[config.mk]
export PLATFORM = sky130hd
export DESIGN_NAME = eventually_follows_transition_extractor_top
export DESIGN_NICKNAME = d
export VERILOG_FILES = /design/src/sv/efte_pkg.sv /design/src/sv/efte_ram.sv /design/src/sv/efte_ctrl.sv /design/src/sv/efte_dp.sv /design/src/sv/eventually_follows_transition_extractor_top.sv
export SDC_FILE = /design/constraint.sdc
export NUM_CORES = 2
export LEC_CHECK = 0
export ABC_AREA = 1
export BUFFER_PORTS_ARGS = -buffer_cell sky130_fd_sc_hd__buf_2
export CORE_ASPECT_RATIO = 0.75
export CORE_MARGIN = 3
export CORE_UTILIZATION = 61
export CTS_CLUSTER_SIZE = 28
export DETAILED_ROUTE_END_ITERATION = 6
export GPL_TIMING_DRIVEN = 0
export PLACE_DENSITY_LB_ADDON = 0.05
export REMOVE_ABC_BUFFERS = 1
export SLEW_MARGIN = 20
export SYNTH_ARGS = -nofsm -noshare
export SYNTH_HDL_FRONTEND = slang
export SYNTH_SLANG_ARGS = --single-unit
[constraint.sdc]
create_clock -name i_clk -period 11.6 [get_ports i_clk]
set_clock_uncertainty 0.1 [all_clocks]
set_input_delay 2.32 -clock i_clk [delete_from_list [all_inputs] [get_ports i_clk]]
set_output_delay 2.32 -clock i_clk [all_outputs]
set_load 0.02 [all_outputs]
[src/sv/efte_pkg.sv]
// ----------------------------------------------------------------------------
// efte_pkg
// shared types and constants of the eventually-follows transition extractor
// ----------------------------------------------------------------------------
package efte_pkg;

    localparam int NUM_EVENT_TYPES = 32;
    localparam int EVENT_ID_W      = 5;
    localparam int TIME_W          = 31;
    localparam int ELAPSED_W       = 32;

    typedef struct packed {
        logic [EVENT_ID_W-1:0] event_id;
        logic [TIME_W-1:0]     event_time;
        logic                  end_of_sequence;
    } t_in;

    typedef struct packed {
        logic [EVENT_ID_W-1:0]       from_event;
        logic [EVENT_ID_W-1:0]       to_event;
        logic signed [ELAPSED_W-1:0] elapsed;
        logic                        last_of_run;
    } t_out;

    typedef enum logic [2:0] {
        S_IDLE,
        S_SCAN,
        S_CHECK,
        S_OPEN,
        S_FLUSH
    } t_state;

    // controller to datapath
    typedef struct packed {
        logic load;
        logic rd;
        logic step;
        logic emit;
        logic wr_seen;
        logic open_slot;
        logic flush;
    } t_cmd;

    // datapath to controller
    typedef struct packed {
        logic ev_valid;
        logic slot_open;
        logic slot_last;
        logic hit;
        logic pend_vld;
        logic out_free;
    } t_sts;

endpackage

[src/sv/efte_ram.sv]
// ----------------------------------------------------------------------------
// efte_ram
// generic single-port-write, single-port-read ram with registered read
// ----------------------------------------------------------------------------
module efte_ram #(
    parameter int WIDTH = 8,
    parameter int DEPTH = 32
) (
    input  logic                     i_clk,
    input  logic                     i_we,
    input  logic [$clog2(DEPTH)-1:0] i_waddr,
    input  logic [WIDTH-1:0]         i_wdata,
    input  logic                     i_re,
    input  logic [$clog2(DEPTH)-1:0] i_raddr,
    output logic [WIDTH-1:0]         o_rdata
);

    logic [WIDTH-1:0] r_mem [DEPTH];
    logic [WIDTH-1:0] r_rdata;

    always_ff @(posedge i_clk) begin
        if (i_we) begin
            r_mem[i_waddr] <= i_wdata;
        end
        if (i_re) begin
            r_rdata <= r_mem[i_raddr];
        end
    end

    assign o_rdata = r_rdata;

endmodule

[src/sv/efte_ctrl.sv]
// ----------------------------------------------------------------------------
// efte_ctrl
// slot scan sequencer: walks the slots, orders reads, results and reopening
// ----------------------------------------------------------------------------
module efte_ctrl (
    input  logic            i_clk,
    input  logic            i_rst_n,
    input  logic            i_in_valid,
    input  efte_pkg::t_sts  i_sts,
    output logic            o_in_ready,
    output efte_pkg::t_cmd  o_cmd
);

    efte_pkg::t_state r_state;
    efte_pkg::t_state n_state;

    always_ff @(posedge i_clk) begin
        if (!i_rst_n) begin
            r_state <= efte_pkg::S_IDLE;
        end else begin
            r_state <= n_state;
        end
    end

    // next state
    always_comb begin
        n_state = r_state;
        case (r_state)
            efte_pkg::S_IDLE: begin
                if (i_in_valid) begin
                    n_state = efte_pkg::S_SCAN;
                end
            end
            efte_pkg::S_SCAN: begin
                if (!i_sts.ev_valid) begin
                    n_state = efte_pkg::S_OPEN;
                end else if (i_sts.slot_open) begin
                    n_state = efte_pkg::S_CHECK;
                end else if (i_sts.slot_last) begin
                    n_state = efte_pkg::S_OPEN;
                end
            end
            efte_pkg::S_CHECK: begin
                if (!(i_sts.hit && i_sts.pend_vld && !i_sts.out_free)) begin
                    n_state = i_sts.slot_last ? efte_pkg::S_OPEN : efte_pkg::S_SCAN;
                end
            end
            efte_pkg::S_OPEN: begin
                n_state = efte_pkg::S_FLUSH;
            end
            efte_pkg::S_FLUSH: begin
                if (!i_sts.pend_vld || i_sts.out_free) begin
                    n_state = efte_pkg::S_IDLE;
                end
            end
            default: begin
                n_state = efte_pkg::S_IDLE;
            end
        endcase
    end

    // outputs
    always_comb begin
        o_cmd      = '0;
        o_in_ready = 1'b0;
        case (r_state)
            efte_pkg::S_IDLE: begin
                o_in_ready = i_rst_n;
                o_cmd.load = i_in_valid && i_rst_n;
            end
            efte_pkg::S_SCAN: begin
                if (i_sts.ev_valid) begin
                    o_cmd.rd   = i_sts.slot_open;
                    o_cmd.step = !i_sts.slot_open && !i_sts.slot_last;
                end
            end
            efte_pkg::S_CHECK: begin
                if (!(i_sts.hit && i_sts.pend_vld && !i_sts.out_free)) begin
                    o_cmd.emit    = i_sts.hit;
                    o_cmd.wr_seen = i_sts.hit;
                    o_cmd.step    = !i_sts.slot_last;
                end
            end
            efte_pkg::S_OPEN: begin
                o_cmd.open_slot = 1'b1;
            end
            efte_pkg::S_FLUSH: begin
                o_cmd.flush = i_sts.pend_vld && i_sts.out_free;
            end
            default: begin
                o_cmd = '0;
            end
        endcase
    end

endmodule

[src/sv/efte_dp.sv]
// ----------------------------------------------------------------------------
// efte_dp
// datapath: event register, slot counter, open bits, slot ram, result queue
// ----------------------------------------------------------------------------
module efte_dp #(
    parameter int NUM_EVENT_TYPES = efte_pkg::NUM_EVENT_TYPES
) (
    input  logic            i_clk,
    input  logic            i_rst_n,
    input  efte_pkg::t_in   i_in_data,
    input  efte_pkg::t_cmd  i_cmd,
    input  logic            i_out_ready,
    output efte_pkg::t_sts  o_sts,
    output logic            o_out_valid,
    output efte_pkg::t_out  o_out_data
);

    localparam int IW  = $clog2(NUM_EVENT_TYPES);
    localparam int CW  = (IW > efte_pkg::EVENT_ID_W) ? IW : efte_pkg::EVENT_ID_W;
    localparam int CW1 = CW + 1;
    localparam int RW  = efte_pkg::TIME_W + NUM_EVENT_TYPES;

    logic [efte_pkg::EVENT_ID_W-1:0] r_ev_id;
    logic [efte_pkg::TIME_W-1:0]     r_time;
    logic                            r_eos;
    logic [IW-1:0]                   r_slot;
    logic [IW-1:0]                   n_slot;
    logic [NUM_EVENT_TYPES-1:0]      r_open;
    logic [NUM_EVENT_TYPES-1:0]      n_open;
    logic                            r_pend_vld;
    logic                            n_pend_vld;
    efte_pkg::t_out                  r_pend;
    efte_pkg::t_out                  n_pend;
    logic                            r_out_vld;
    logic                            n_out_vld;
    efte_pkg::t_out                  r_out;
    efte_pkg::t_out                  n_out;

    logic                            ev_valid;
    logic [IW-1:0]                   ev_idx;
    logic [NUM_EVENT_TYPES-1:0]      ev_bit;
    logic [CW-1:0]                   slot_ext;
    logic                            is_self;
    logic                            out_free;
    logic [RW-1:0]                   rd_data;
    logic [NUM_EVENT_TYPES-1:0]      rd_seen;
    logic [efte_pkg::TIME_W-1:0]     rd_time;
    logic                            hit;
    efte_pkg::t_out                  res;
    logic                            ram_we;
    logic [IW-1:0]                   ram_waddr;
    logic [RW-1:0]                   ram_wdata;

    assign ev_valid = ({{(CW1 - efte_pkg::EVENT_ID_W){1'b0}}, r_ev_id} < CW1'(NUM_EVENT_TYPES));
    assign ev_idx   = IW'(r_ev_id);
    assign ev_bit   = {{(NUM_EVENT_TYPES - 1){1'b0}}, 1'b1} << ev_idx;
    assign slot_ext = CW'(r_slot);
    assign is_self  = (slot_ext == CW'(r_ev_id));
    assign out_free = !r_out_vld || i_out_ready;
    assign rd_seen  = rd_data[RW-1:efte_pkg::TIME_W];
    assign rd_time  = rd_data[efte_pkg::TIME_W-1:0];
    assign hit      = is_self || !rd_seen[ev_idx];

    always_comb begin
        res.from_event  = slot_ext[efte_pkg::EVENT_ID_W-1:0];
        res.to_event    = r_ev_id;
        res.elapsed     = {1'b0, r_time} - {1'b0, rd_time};
        res.last_of_run = 1'b0;
    end

    // slot ram write port
    always_comb begin
        ram_we    = 1'b0;
        ram_waddr = r_slot;
        ram_wdata = {rd_seen | ev_bit, rd_time};
        if (i_cmd.wr_seen) begin
            ram_we = 1'b1;
        end else if (i_cmd.open_slot) begin
            ram_we    = ev_valid;
            ram_waddr = ev_idx;
            ram_wdata = {{NUM_EVENT_TYPES{1'b0}}, r_time};
        end
    end

    efte_ram #(
        .WIDTH (RW),
        .DEPTH (NUM_EVENT_TYPES)
    ) u_slot_ram (
        .i_clk   (i_clk),
        .i_we    (ram_we),
        .i_waddr (ram_waddr),
        .i_wdata (ram_wdata),
        .i_re    (i_cmd.rd),
        .i_raddr (r_slot),
        .o_rdata (rd_data)
    );

    always_comb begin
        n_slot     = r_slot;
        n_open     = r_open;
        n_pend_vld = r_pend_vld;
        n_pend     = r_pend;
        n_out_vld  = r_out_vld;
        n_out      = r_out;
        if (r_out_vld && i_out_ready) begin
            n_out_vld = 1'b0;
        end
        if (i_cmd.load) begin
            n_slot = '0;
        end else if (i_cmd.step) begin
            n_slot = r_slot + IW'(1);
        end
        if (i_cmd.emit) begin
            if (r_pend_vld) begin
                n_out_vld = 1'b1;
                n_out     = r_pend;
            end
            n_pend_vld = 1'b1;
            n_pend     = res;
        end
        if (i_cmd.flush) begin
            n_out_vld             = 1'b1;
            n_out                 = r_pend;
            n_out.last_of_run     = 1'b1;
            n_pend_vld            = 1'b0;
        end
        if (i_cmd.open_slot) begin
            if (ev_valid) begin
                n_open = r_open | ev_bit;
            end
            if (r_eos) begin
                n_open = '0;
            end
        end
    end

    always_ff @(posedge i_clk) begin
        if (!i_rst_n) begin
            r_open     <= '0;
            r_pend_vld <= 1'b0;
            r_out_vld  <= 1'b0;
        end else begin
            r_open     <= n_open;
            r_pend_vld <= n_pend_vld;
            r_out_vld  <= n_out_vld;
        end
    end

    always_ff @(posedge i_clk) begin
        r_slot <= n_slot;
        r_pend <= n_pend;
        r_out  <= n_out;
        if (i_cmd.load) begin
            r_ev_id <= i_in_data.event_id;
            r_time  <= i_in_data.event_time;
            r_eos   <= i_in_data.end_of_sequence;
        end
    end

    always_comb begin
        o_sts.ev_valid  = ev_valid;
        o_sts.slot_open = r_open[r_slot];
        o_sts.slot_last = (r_slot == IW'(NUM_EVENT_TYPES - 1));
        o_sts.hit       = hit;
        o_sts.pend_vld  = r_pend_vld;
        o_sts.out_free  = out_free;
    end

    assign o_out_valid = r_out_vld;
    assign o_out_data  = r_out;

    a_load_pend_empty: assert property (@(posedge i_clk) disable iff (!i_rst_n)
        i_cmd.load |-> !r_pend_vld)
        else $error("item taken while a result is still pending");

    a_emit_room: assert property (@(posedge i_clk) disable iff (!i_rst_n)
        (i_cmd.emit && r_pend_vld) || i_cmd.flush |-> out_free)
        else $error("result pushed into a busy output register");

    a_one_writer: assert property (@(posedge i_clk) disable iff (!i_rst_n)
        i_cmd.wr_seen |-> !i_cmd.open_slot)
        else $error("two slot ram writes in one cycle");

    a_out_hold: assert property (@(posedge i_clk) disable iff (!i_rst_n)
        r_out_vld && !i_out_ready |=> r_out_vld && $stable(r_out))
        else $error("waiting result overwritten");

endmodule

[src/sv/eventually_follows_transition_extractor_top.sv]
// ----------------------------------------------------------------------------
// eventually_follows_transition_extractor_top
// reports first later occurrences of each event type against open slots
// ----------------------------------------------------------------------------
//  channel  signals                              payload
//  in       i_in_valid  / o_in_ready             efte_pkg::t_in
//  out      o_out_valid / i_out_ready            efte_pkg::t_out
//
//  one item at a time: the slot scan passes each closed slot and reads the
//  ram and checks each open slot, then the item opens its slot and the last
//  result is flushed; a full output register stalls the check and the flush
//  an item of an out-of-range type skips the scan
//  the last result of an item may still wait while the next item is taken
//  reset (synchronous, active low) closes all slots and empties the outputs
// ----------------------------------------------------------------------------
module eventually_follows_transition_extractor_top #(
    parameter int NUM_EVENT_TYPES = efte_pkg::NUM_EVENT_TYPES
) (
    input  logic           i_clk,
    input  logic           i_rst_n,
    input  logic           i_in_valid,
    output logic           o_in_ready,
    input  efte_pkg::t_in  i_in_data,
    output logic           o_out_valid,
    input  logic           i_out_ready,
    output efte_pkg::t_out o_out_data
);

    efte_pkg::t_cmd cmd;
    efte_pkg::t_sts sts;

    efte_ctrl u_ctrl (
        .i_clk      (i_clk),
        .i_rst_n    (i_rst_n),
        .i_in_valid (i_in_valid),
        .i_sts      (sts),
        .o_in_ready (o_in_ready),
        .o_cmd      (cmd)
    );

    efte_dp #(
        .NUM_EVENT_TYPES (NUM_EVENT_TYPES)
    ) u_dp (
        .i_clk       (i_clk),
        .i_rst_n     (i_rst_n),
        .i_in_data   (i_in_data),
        .i_cmd       (cmd),
        .i_out_ready (i_out_ready),
        .o_sts       (sts),
        .o_out_valid (o_out_valid),
        .o_out_data  (o_out_data)
    );

endmodule

==> results.cfg <==
[run_status]
outcome = finished clean

[sta]
fin_setup_tns_ns = 0
setup_violations = 0
grt_setup_unrepaired = no
fmax_mhz = 183.2
post-route-period-util_pct = 47.06
hold_slack_ns = 0.3543
worst_pin_slew_ns = 1.252
slew_headroom_pct = 16.54
postLayoutSetupSlackWorst_ns = 6.141
drv_slew = 0
hold_viol_final = 0
fin_crit_ns = 5.459

[finish]
drive_gt1_share_pct = 11.96
area_growth_pct = 15.30
nets = 6710
fillCellCount = 9348

[placed_design]
gp_congestion = 0.8798
hpwl_um = 154400
port_buffers = 85
dp_slack_ns = 5.981

[floorplan]
die_width_um = 448.0
start_util_pct = 62.01
fp.dieH_um = 337.5
core_region_area_mm2 = 0.1441
io_pins = 86
fp.dieArea_mm2 = 0.1512
rows = 120

[yosys]
ys_seq_area_share_pct = 74.87
synth_top_area_cell = edfxtp_1
ys_warn_count = 0
synth_area_mm2 = 0.08938
post-synth-top-count-cell = edfxtp_1
synth_top_area_share_pct = 73.91
yosys_register_bits = 2243
synth_edf_count = 2200
synthFlopType = edfxtp_1
synth.area.top_cells = edfxtp_1 74%, o21ai_0 5.5%, nor2_1 4.5%
syn_inst = 6510
async_flop_share_pct = 0
post_synth_num_cell_types = 51
avgSynthCellArea_um2 = 13.73
netlist_top_cells_count = 2200 x edfxtp_1, 1078 x nor2_1, 980 x o21ai_0, 458 x o22ai_1, 276 x nand2_1

[drt]
post-route-drc-count = 0
wl_per_cell_um = 29.14
via_count = 57330
drt_iter0_drc = 8879
drt_first_pass_iters = 6
ant_nets = 0
routed_wirelength_um = 253200
vias_per_cell = 6.596

[cts]
clk_path_buf_depth = 3
clk_pin_slew_ns = 0.06
cts-htree-levels = 4
tritoncts = done
cts_num_sinks = 2243
clk_latency_ns = 0.84
root_buffer = clkbuf_16
cts_resized = 0
cts_setup_buffers = 0
cts_made_buffers = 199
cts_hold_buf = 0

[power_and_ir_drop]
p_leak_uw = 0.03393
p_switching_uw = 6557
sw_frac_of_total_pct = 31.01
vdd_drop_max_v = 0.0001976
pwr-share-seq_pct = 45.1
p_clk_share_pct = 30.1
internal_power_uw = 14590
pwr-share-comb_pct = 24.8
powerDensity_mw_per_mm2 = 205.2

[setup_path]
rrSetupSlack_ns = 6.14
r2r-start = u_dp.r_slot[0]
crit_fanout = 130
rr_worst_depth = 13
startpoint_type = flop
critPathCaptureType = flop
critical_path_class = reg2reg
critPathLaunch = u_dp.r_slot[0]
worstPathArrival_ns = 5.88
rr_endpoint = u_dp.u_slot_ram.r_mem[20][8]
worstPathRequired_ns = 12.03

[hold_path]
hp-start = u_dp.r_open[15]
hold_end = u_dp.r_open[15]
holdPathStages = 2
holdCritPathClass = reg2reg

[grt]
grt-ovfl-total = 0
grt_use_total_pct = 33.50
grt_pass1_vias = 54280
grt_pass1_wl_um = 368600
grt_max_degree = 135
antenna_found_initial = 1

[job]
cap_viol_max_count = 0
[layout by cell type (no fill, tap or decap), types with 85 or more instances in the layout]
cell type,netlist,routed
mux2i_1,220,220
a21oi_1,196,191
buf_16,0,164
clkbuf_16,0,205
edfxtp_1,2200,2200
nand2_1,276,274
nor2_1,1078,1038
inv_1,161,154
o221ai_1,110,110
o22ai_1,458,458
buf_2,107,85
o21ai_0,980,949
[layout make-up]
class / count / area, um^2 / area share, %
multi-input cells: 3662 / 20130 / 19.54
repair buffers: 359 / 6775 / 6.575
flip-flops and latches: 2243 / 66940 / 64.96
inverters: 170 / 685.7 / 0.6653
clock buffers: 255 / 5338 / 5.179
clock inverters: 109 / 808.3 / 0.7843
diodes: 2 / 5.005 / 0.004857
well taps: 1891 / 2366 / 2.296
[worst max-delay path: stages, from the launching register on]
cell     delay, ns
dfxtp_4       0.55
buf_16        0.31
buf_16        0.28
buf_16        0.25
inv_8         0.33
buf_16        0.43
nand2_1       0.16
o21ai_1       0.26
nand3_2       0.45
nor2_4        0.74
buf_12        0.27
buf_12        0.21
buf_12        0.22
buf_12        0.21
[stage by stage]
| stage | instances | instance area (um^2) | util, % | total power [uW] |
|---|---|---|---|---|
| after floorplan | 6075 | 87260 | - | 13290 |
| after global placement | 8051 | 90050 | 62.48 | 13530 |
| after detailed placement | 8325 | 96890 | 67.22 | 14820 |
| after CTS | 8689 | 103000 | 71.48 | 21110 |
| after global routing | 8689 | 103000 | 71.49 | 21950 |
| final | 8691 | 103100 | 71.50 | 21150 |
[kinds of logic (layout without fill, tap and decap cells)]
logic type / Yosys count / count (layout) / synth area share (%)
other: 0 / 2 / 0
AO/OA/AOI/OAI: 1865 / 1865 / 12.07
adder cells (fa/ha/maj): 34 / 34 / 0.4843
AND/OR/NAND/NOR: 1511 / 1511 / 6.707
buffers and inverters: 605 / 893 / 3.085
XOR/XNOR: 32 / 32 / 0.3136
multiplexers: 220 / 220 / 2.464
flip-flops: 2243 / 2243 / 74.87
[routing by layer]
| metal | part of all wire (%) | GRT usage, % |
|---|---|---|
| met5 | 0 | 0 |
| met4 | 3.7 | 12.22 |
| met3 | 11 | 6.575 |
| met2 | 46 | 51.87 |
| met1 | 39 | 47.98 |
[power groups by stage]
stage / sequential [uW] / combinational (uW) / clock (uW)
floorplan: 9940 / 3360 / 0
global placement: 10000 / 3480 / 0
detailed placement: 9690 / 5120 / 0
CTS: 9520 / 5170 / 6420
global route: 9530 / 5670 / 6740
finish: 9530 / 5250 / 6370
[worst max-delay path by stage]
stage / end / slack [ns] / depth (start not counted)
2_1_floorplan: u_dp.u_slot_ram.o_rdata[0] / -64.93 / 6
5_1_grt: u_dp.u_slot_ram.r_mem[20][42] / 6.08 / 13
3_5_place_dp: u_dp.u_slot_ram.r_mem[20][8] / 5.98 / 13
4_1_cts: u_dp.u_slot_ram.r_mem[31][8] / 6.30 / 14
3_3_place_gp: u_dp.u_slot_ram.o_rdata[21] / -173.13 / 6
6_report: u_dp.u_slot_ram.r_mem[20][8] / 6.14 / 13
[registers in the layout, indices dropped and copies added (netlist names)]
signal                   count
u_dp.r_pend                 42
u_dp.r_open                 32
u_dp.u_slot_ram.r_mem     2016
u_ctrl.r_state               3
u_dp.o_out_valid             1
u_dp.u_slot_ram.o_rdata     63
u_dp.r_slot                  5
u_dp.r_eos                   1
u_dp.r_time                 31
u_dp.ev_idx                  5
u_dp.o_out_data             43
u_dp.r_pend_vld              1
(Power assumes the default switching activity.)
